===== config.mk =====
export PLATFORM = sky130hd
export DESIGN_NAME = clock_set_and_display_controller
export DESIGN_NICKNAME = d
export VERILOG_FILES = /design/src/csdc_pkg.sv /design/src/csdc_in_stage.sv /design/src/csdc_core.sv /design/src/csdc_out_stage.sv /design/src/clock_set_and_display_controller.sv
export SDC_FILE = /design/constraint.sdc
export NUM_CORES = 1
export LEC_CHECK = 0
export BUFFER_PORTS_ARGS = -buffer_cell sky130_fd_sc_hd__buf_4
export CAP_MARGIN = 10
export CORE_AREA = 2 2 117 119
export CTS_BUF_LIST = sky130_fd_sc_hd__clkbuf_4
export DETAILED_ROUTE_END_ITERATION = 7
export DIE_AREA = 0 0 119 121
export PLACE_DENSITY_LB_ADDON = 0.05
export SETUP_SLACK_MARGIN = 0.05
export SYNTH_ARGS = -nofsm -noshare
export SYNTH_HDL_FRONTEND = slang
export SYNTH_SLANG_ARGS = --single-unit

===== constraint.sdc =====
create_clock -name clk -period 5.4 [get_ports clk]
set_input_delay 0.27 -clock clk [delete_from_list [all_inputs] [get_ports clk]]
set_output_delay 0.27 -clock clk [all_outputs]
set_load 0.01 [all_outputs]

===== src/csdc_pkg.sv =====
// Shared types, event and mode codes, and helper functions for the clock
// set-and-display controller. No dependencies.
package csdc_pkg;

  // Event codes
  localparam logic [1:0] OP_TICK = 2'd0;
  localparam logic [1:0] OP_MODE = 2'd1;
  localparam logic [1:0] OP_UP   = 2'd2;
  localparam logic [1:0] OP_DOWN = 2'd3;

  // Mode codes
  localparam logic [1:0] MODE_SHOW = 2'd0;
  localparam logic [1:0] MODE_HOUR = 2'd1;
  localparam logic [1:0] MODE_MIN  = 2'd2;
  localparam logic [1:0] MODE_BAD  = 2'd3;

  localparam logic [5:0] HOUR_LIMIT = 6'd24;
  localparam logic [5:0] HOUR_MAX   = 6'd23;
  localparam logic [6:0] MIN_LIMIT  = 7'd60;
  localparam logic [6:0] MIN_MAX    = 7'd59;

  localparam logic [15:0] MARK_HOUR = 16'h8000;
  localparam logic [15:0] MARK_MIN  = 16'h4000;

  typedef struct packed {
    logic [1:0] op;
    logic [7:0] rtc_minute_bcd;
    logic [7:0] rtc_hour_bcd;
  } item_t;

  typedef struct packed {
    logic [15:0] led_word;
    logic        rtc_write;
    logic [6:0]  write_minute_bcd;
    logic [5:0]  write_hour_bcd;
  } result_t;

  // Swap the low byte: bits 7..5 -> 2..0, bits 4..0 -> 7..3.
  function automatic logic [15:0] led_map(input logic [15:0] x);
    return {x[15:8], x[4:0], x[7:5]};
  endfunction

  // Binary to two BCD digits, tens taken modulo 10. x*205>>11 is exact x/10 here.
  function automatic logic [7:0] to_bcd(input logic [6:0] v);
    logic [14:0] prod;
    logic [3:0]  tens;
    logic [6:0]  rem;
    prod = 15'(v) * 15'd205;
    tens = prod[14:11];
    rem  = v - 7'(tens) * 7'd10;
    if (tens >= 4'd10) begin
      tens = tens - 4'd10;
    end
    return {tens, rem[3:0]};
  endfunction

endpackage


===== src/csdc_in_stage.sv =====
// Input register of the clock controller: holds one event until the core takes it.
// Depends on csdc_pkg.
module csdc_in_stage (
  input  logic           clk,
  input  logic           rst,
  input  logic           in_valid,
  output logic           in_stall,
  input  csdc_pkg::item_t in_item,
  input  logic           take,
  output logic           item_valid,
  output csdc_pkg::item_t item
);

  // Refill when empty or when the held event leaves this cycle
  assign in_stall = item_valid && !take;

  always_ff @(posedge clk) begin
    if (rst) begin
      item_valid <= 1'b0;
    end else if (!in_stall) begin
      item_valid <= in_valid;
    end
  end

  always_ff @(posedge clk) begin
    if (!in_stall && in_valid) begin
      item <= in_item;
    end
  end

endmodule


===== src/csdc_core.sv =====
// Mode, time and blink state with the per-event update and result logic.
// Depends on csdc_pkg.
module csdc_core (
  input  logic             clk,
  input  logic             rst,
  input  logic             item_valid,
  input  csdc_pkg::item_t  item,
  input  logic             out_ready,
  output logic             take,
  output logic             res_valid,
  output csdc_pkg::result_t res
);

  logic [1:0] mode_state, mode_state_next;
  logic [5:0] hours, hours_next;
  logic [6:0] minutes, minutes_next;
  logic       blink_phase, blink_phase_next;

  logic        is_tick;
  logic [5:0]  hour_inc, hour_up, hour_dn;
  logic [6:0]  min_inc;
  logic [6:0]  ld_min;
  logic [5:0]  ld_hour;
  logic [7:0]  min_digits, hr_digits;
  logic [15:0] full_x;

  assign is_tick   = (item.op == csdc_pkg::OP_TICK);
  // Buttons give no result, so they never wait on the output
  assign take      = item_valid && (!is_tick || out_ready);
  assign res_valid = take && is_tick;

  assign hour_inc = hours + 6'd1;
  assign hour_up  = (hour_inc >= csdc_pkg::HOUR_LIMIT) ? 6'd0 : hour_inc;
  assign hour_dn  = (hours == 6'd0) ? csdc_pkg::HOUR_MAX : hours - 6'd1;
  assign min_inc  = minutes + 7'd1;

  // Load from the clock chip, no range check
  assign ld_min  = 7'(item.rtc_minute_bcd[6:4]) * 7'd10 + 7'(item.rtc_minute_bcd[3:0]);
  assign ld_hour = 6'(item.rtc_hour_bcd[5:4]) * 6'd10 + 6'(item.rtc_hour_bcd[3:0]);

  assign min_digits = csdc_pkg::to_bcd(minutes);
  assign hr_digits  = csdc_pkg::to_bcd({1'b0, hours});
  assign full_x     = {4'd0, minutes, 5'd0} | {10'd0, hours};

  always_comb begin
    mode_state_next  = mode_state;
    hours_next       = hours;
    minutes_next     = minutes;
    blink_phase_next = blink_phase;
    res              = '0;
    unique case (item.op)
      csdc_pkg::OP_MODE: begin
        unique case (mode_state)
          csdc_pkg::MODE_SHOW: mode_state_next = csdc_pkg::MODE_HOUR;
          csdc_pkg::MODE_HOUR: mode_state_next = csdc_pkg::MODE_MIN;
          csdc_pkg::MODE_MIN:  mode_state_next = csdc_pkg::MODE_SHOW;
          default:             mode_state_next = csdc_pkg::MODE_HOUR;
        endcase
      end
      csdc_pkg::OP_UP: begin
        if (mode_state == csdc_pkg::MODE_HOUR) begin
          hours_next = hour_up;
        end else if (mode_state == csdc_pkg::MODE_MIN) begin
          if (min_inc >= csdc_pkg::MIN_LIMIT) begin
            minutes_next = 7'd0;
            hours_next   = hour_up;
          end else begin
            minutes_next = min_inc;
          end
        end
      end
      csdc_pkg::OP_DOWN: begin
        if (mode_state == csdc_pkg::MODE_HOUR) begin
          hours_next = hour_dn;
        end else if (mode_state == csdc_pkg::MODE_MIN) begin
          if (minutes == 7'd0) begin
            minutes_next = csdc_pkg::MIN_MAX;
            hours_next   = hour_dn;
          end else begin
            minutes_next = minutes - 7'd1;
          end
        end
      end
      default: begin
        blink_phase_next = !blink_phase;
        unique case (mode_state) inside
          csdc_pkg::MODE_SHOW: begin
            minutes_next = ld_min;
            hours_next   = ld_hour;
            res.led_word = csdc_pkg::led_map({4'd0, ld_min, 5'd0} | {10'd0, ld_hour});
          end
          csdc_pkg::MODE_HOUR, csdc_pkg::MODE_MIN: begin
            res.rtc_write        = 1'b1;
            res.write_minute_bcd = {min_digits[6:4], min_digits[3:0]};
            res.write_hour_bcd   = {hr_digits[5:4], hr_digits[3:0]};
            if (mode_state == csdc_pkg::MODE_HOUR) begin
              // selected field dark on the even phase
              res.led_word = (blink_phase_next ? csdc_pkg::led_map(full_x)
                              : csdc_pkg::led_map({4'd0, minutes, 5'd0}))
                             | csdc_pkg::MARK_HOUR;
            end else begin
              res.led_word = (blink_phase_next ? csdc_pkg::led_map(full_x)
                              : csdc_pkg::led_map({10'd0, hours}))
                             | csdc_pkg::MARK_MIN;
            end
          end
          default: res = '0;
        endcase
      end
    endcase
  end

  always_ff @(posedge clk) begin
    if (rst) begin
      mode_state  <= csdc_pkg::MODE_SHOW;
      hours       <= 6'd0;
      minutes     <= 7'd0;
      blink_phase <= 1'b0;
    end else if (take) begin
      mode_state  <= mode_state_next;
      hours       <= hours_next;
      minutes     <= minutes_next;
      blink_phase <= blink_phase_next;
    end
  end

endmodule


===== src/csdc_out_stage.sv =====
// Result register of the clock controller; holds a result until it is taken.
// Depends on csdc_pkg.
module csdc_out_stage (
  input  logic              clk,
  input  logic              rst,
  input  logic              res_valid,
  input  csdc_pkg::result_t res,
  output logic              out_ready,
  output logic              out_valid,
  input  logic              out_stall,
  output csdc_pkg::result_t out_res
);

  assign out_ready = !out_valid || !out_stall;

  always_ff @(posedge clk) begin
    if (rst) begin
      out_valid <= 1'b0;
    end else if (out_ready) begin
      out_valid <= res_valid;
    end
  end

  always_ff @(posedge clk) begin
    if (out_ready && res_valid) begin
      out_res <= res;
    end
  end

endmodule


===== src/clock_set_and_display_controller.sv =====
// Clock set-and-display controller: input register, event core, result register.
// A tick's event passes the input register and the core and is registered in the result
// register, from which it transfers out; buttons give none.
// Throughput: one event per cycle; only a tick waits, and only on a stalled full result.
// Reset (rst, synchronous): show mode, time 00:00, blink phase 0, both stages empty.
// Depends on csdc_pkg, csdc_in_stage, csdc_core, csdc_out_stage.
module clock_set_and_display_controller (
  input  logic        clk,
  input  logic        rst,
  // event channel
  input  logic        in_valid,
  output logic        in_stall,
  input  logic [1:0]  op,
  input  logic [7:0]  rtc_minute_bcd,
  input  logic [7:0]  rtc_hour_bcd,
  // result channel
  output logic        out_valid,
  input  logic        out_stall,
  output logic [15:0] led_word,
  output logic        rtc_write,
  output logic [6:0]  write_minute_bcd,
  output logic [5:0]  write_hour_bcd
);

  csdc_pkg::item_t   in_item, item;
  csdc_pkg::result_t res, out_res;
  logic item_valid, take, res_valid, out_ready;

  assign in_item.op             = op;
  assign in_item.rtc_minute_bcd = rtc_minute_bcd;
  assign in_item.rtc_hour_bcd   = rtc_hour_bcd;

  // Event register: the transfer in lands here
  csdc_in_stage u_in (
    .clk        (clk),
    .rst        (rst),
    .in_valid   (in_valid),
    .in_stall   (in_stall),
    .in_item    (in_item),
    .take       (take),
    .item_valid (item_valid),
    .item       (item)
  );

  // State update and result build in one pass
  csdc_core u_core (
    .clk        (clk),
    .rst        (rst),
    .item_valid (item_valid),
    .item       (item),
    .out_ready  (out_ready),
    .take       (take),
    .res_valid  (res_valid),
    .res        (res)
  );

  // Result register; parts the event side from a stalled consumer
  csdc_out_stage u_out (
    .clk       (clk),
    .rst       (rst),
    .res_valid (res_valid),
    .res       (res),
    .out_ready (out_ready),
    .out_valid (out_valid),
    .out_stall (out_stall),
    .out_res   (out_res)
  );

  assign led_word         = out_res.led_word;
  assign rtc_write        = out_res.rtc_write;
  assign write_minute_bcd = out_res.write_minute_bcd;
  assign write_hour_bcd   = out_res.write_hour_bcd;

endmodule


==> flow_summary_export.csv <==
group,metric,value,unit
worst_setup_path,rr_worst_depth,20,
die,dieHeight,121,um
logic_synthesis,syn_inst,514,
die,core,13090,um^2
die,ioPinCount,54,
logic_synthesis,netlist_top_cells_count,"ha_1, inv_1, edfxtp_1",
logic_synthesis,synth.most_common_cell,"ha_1",
logic_synthesis,synthAdderAreaFrac,28.20,%
min_path,holdPathEnd,"u_in.item_valid$_SDFFE_PP0N_",
clock_tree,htreeDepth,3,
global_route,grt_pass1_vias,3870,
worst_setup_path,required,5.58,ns
route,drt_iter0_drc,200,
placement,numPortBuffers,48,
timing,setup_slack,0.2718,ns
logic_synthesis,synth_top_family_by_area,"adder cells",
placement,dp_slack,0.1134,ns
logic_synthesis,synth_edf_count,43,
timing,maxClockFrequency,0.1950,GHz
timing,fin_skew,0.02327,ns
logic_synthesis,syn_area,5137,um^2
timing,period_share,94.97,%
global_route,met3_usage,3.148,%
worst_setup_path,r2r-end,"u_out.out_res[3]$_SDFFCE_PP0P_",
global_route,grt_pass1_wl,19240,um
worst_setup_path,startpoint,"u_core.hours[4]$_SDFFE_PP0P_",
min_path,worstHoldPathCells,3,
worst_setup_path,path_class,"reg2reg",
worst_setup_path,slowest_delay,0.49,ns
route,ant_nets,0,
pwr,switching_share,28.39,%
timing,worst_slew_pin_slew,1.022,ns
worst_setup_path,cp_max_fo,8,
timing,slew_viol_final,0,
layout,syn_to_final_growth,19.68,%
logic_synthesis,yosys_warnings,0,
global_route,grt_overflow_total,0,
min_path,hold_start,"in_valid",
pwr,ir_drop,128.2,uV
worst_setup_path,path_cells,"inv_1 > ha_1 > inv_1 > fa_1 > inv_1 > ha_1 > ha_1 > and3b_1 > a221oi_2 > o21ai_1 > a21oi_2 > xnor2_1 > ha_1 > inv_1 > fa_1 > xor2_1 > xnor2_2 > nor2_1 > a2111oi_2 > nand4_1",
pwr,comb_power_share,20.3,%
run,max_cap_violations,0,
pwr,total_power,1205,uW
layout,utilization,46.99,%
pwr,p_sw,342.2,uW
logic_synthesis,ys.flop_type,"edfxtp_1",
global_route,grt_use_met2,29.09,%
clock_tree,clock_latency,0.45,ns
layout,drive_above_1_share,17.09,%
run_status,status,"finished, final reports clean",
clock_tree,clk_pin_slew,0.13,ns
pwr,intPower,863.0,uW
clock_tree,cts_tree,"built",
placement,hpwl,9250,um
pwr,pwr_density_cell,196.0,nW/um^2
route,first_pass_iters,4,
timing,slew_headroom,31.72,%
global_route,grt_busiest_layer,"met2",
global_route,use_met1,22.02,%
die,start_util,39.26,%
clock_tree,numCtsBuffers,9,
timing,finalSetupViolCount,0,
die,rows,42,
worst_setup_path,end_kind,"flip-flop",
pwr,cellLeakagePower,0.002765,uW
route,drt-total-wl,11930,um
global_route,antenna_found_initial,2,
timing,hold_viol_final,0,
logic_synthesis,synth-seq-area-share,32.15,%
placement,routabilityCongestion,0.8939,
logic_synthesis,synth_compound_area_share,15.47,%
route,avgViaCountPerCell,5.103,
route,wl_per_cell,15.37,um
worst_setup_path,critPathSlowestCell,"fa_1",
die,dieWidth,119,um
logic_synthesis,yosys.area_share.simple,12.49,%
logic_synthesis,ys_seq_elements,61,
logic_synthesis,avgSynthCellArea,9.995,um^2
clock_tree,cts_sinks,61,
clock_tree,cts_root_buffer,"clkbuf_4",
global_route,globalRouteTotalUtil,17.18,%
logic_synthesis,async_flop_share,0,%
logic_synthesis,synth_top_area_share,25.13,%
route,drc,0,
logic_synthesis,synth_xor_area_share,4.554,%
die,die_area,14400,um^2
logic_synthesis,synth_area_leaders,"edfxtp_1, ha_1, dfxtp_1",
pwr,share_seq_of_total_power,43.9,%
logic_synthesis,synth_top_area_cell,"edfxtp_1",
timing,layout_min_cycle_time,5.128,ns
worst_setup_path,worstPathArrival,5.31,ns
worst_setup_path,startpoint_type,"flip-flop",
layout,nets,719,
worst_setup_path,r2r-start,"u_core.hours[4]$_SDFFE_PP0P_",
logic_synthesis,synth.distinct_cells,71,
route,routed-via-count,3960,
worst_setup_path,r2r_setup_slack,0.27,ns
clock_tree,cts_buffer_depth,2,
pwr,clockPowerShare,35.7,%
min_path,worst_hold_path_type,"in2reg",
global_route,grt_max_degree,30,
logic_synthesis,synth.area.mux_share,0.6089,%
==> logic make-up (layout without fill, tap and decap cells) <==
kind of cell	Yosys count	after routing
AOI/OAI and AO/OA	110	110
other	1	5
adders and majority gates	105	105
and+or+nand+nor	126	126
DFF	61	61
xor gates and xnor gates	25	25
buffers and inverters	83	165
muxes	3	3
==> critical path: cells and delay by family (launching register included) <==
family | cells | cell delay (ns)
AO/OA/AOI/OAI | 4 | 1.10
XOR/XNOR | 3 | 0.66
AND/OR/NAND/NOR | 3 | 0.47
adder cells (fa/ha/maj) | 6 | 1.95
buffers and inverters | 4 | 0.25
flip-flops | 1 | 0.41
==> final cells by class <==
type / count / area (um^2)
Timing Repair Buffer: 78 / 623.1
Multi-Input combinational cell: 371 / 3188
Antenna cell: 3 / 7.507
Clock buffer: 10 / 75.07
Sequential cell: 61 / 1657
Inverter: 71 / 266.5
Tap cell: 176 / 220.2
Clock inverter: 6 / 111.4
Fill cell: 1266 / 6937
==> sequential cells by signal (all words and copies together) (netlist names) <==
name,cells
u_out.out_res,28
u_in.item,15
u_core.minutes,7
u_core.hours,6
u_core.mode_state,2
u_core.blink_phase,1
u_in.item_valid,1
u_out.out_valid,1
==> layer usage <==
metal,wire (um),vias to the layer above
met5,0,-
met4,170,0
met3,417,14
met2,5984,66
met1,5357,1889
li1,-,1991
==> stage by stage <==
stage	instances	hold slack, ns	setup TNS (ns)	cell area, um^2
floorplan	515	0.3689	0	5141
global placement	740	0.4480	0	5766
detailed placement	740	0.4494	0	5766
CTS	771	0.03177	0	6102
global route	776	0.03669	-0.02841	6148
finish	776	0.04633	0	6148
==> power by group through the flow <==
stage	Sequential [uW]	Combinational [uW]	Clock [uW]
floorplan	537	170	0
global placement	541	235	0
detailed placement	541	236	0
CTS	530	246	442
global route	532	281	466
finish	530	245	431
==> layout by cell type, fill, tap and decap left out, drive strengths merged, types with 3 or more instances in the layout <==
master       synthesis  routed
nand3               12      12
nand2               22      22
o32ai                4       4
and3                 3       3
nand4                7       7
a221oi               3       3
nor2b                6       6
a21oi               31      31
diode                0       3
xor2                 3       3
xnor2               22      22
a2bb2oi              3       3
o31ai                3       3
clkbuf               5      10
a31oi                4       4
fa                  18      18
buf                  7      63
dfxtp               18      18
inv                 71      71
o21ai               15      15
a21boi               5       5
bufinv               0       3
a22oi                8       8
nor2                40      40
and2                 6       6
edfxtp              43      43
a21o                 4       4
nor3                 9       9
a2111oi              5       5
ha                  87      87
dlygate4sd3          0      15
nand2b               5       5
or3                  4       4
a211oi              10      10
==> how the worst max path moves through the flow <==
stage	cells past startpoint	slack [ns]	endpoint
global route	20	-0.03	u_out.out_res[3]$_SDFFCE_PP0P_
floorplan	20	0.55	u_out.out_res[3]$_SDFFCE_PP0P_
CTS	20	0.07	u_out.out_res[3]$_SDFFCE_PP0P_
detailed placement	20	0.11	u_out.out_res[3]$_SDFFCE_PP0P_
finish	20	0.27	u_out.out_res[3]$_SDFFCE_PP0P_
global placement	21	0.30	u_out.out_res[3]$_SDFFCE_PP0P_
==> timing repair <==
item / 4_1_cts / 5_1_grt
gates resized for setup: 0 / 6
hold endpoints to repair: 15 / 0
endpoints found under the setup margin: 0 / 1
buffers inserted: 0 / 2
hold buffers: 15 / 0
No activity file was read; power rests on OpenSTA's default activity.
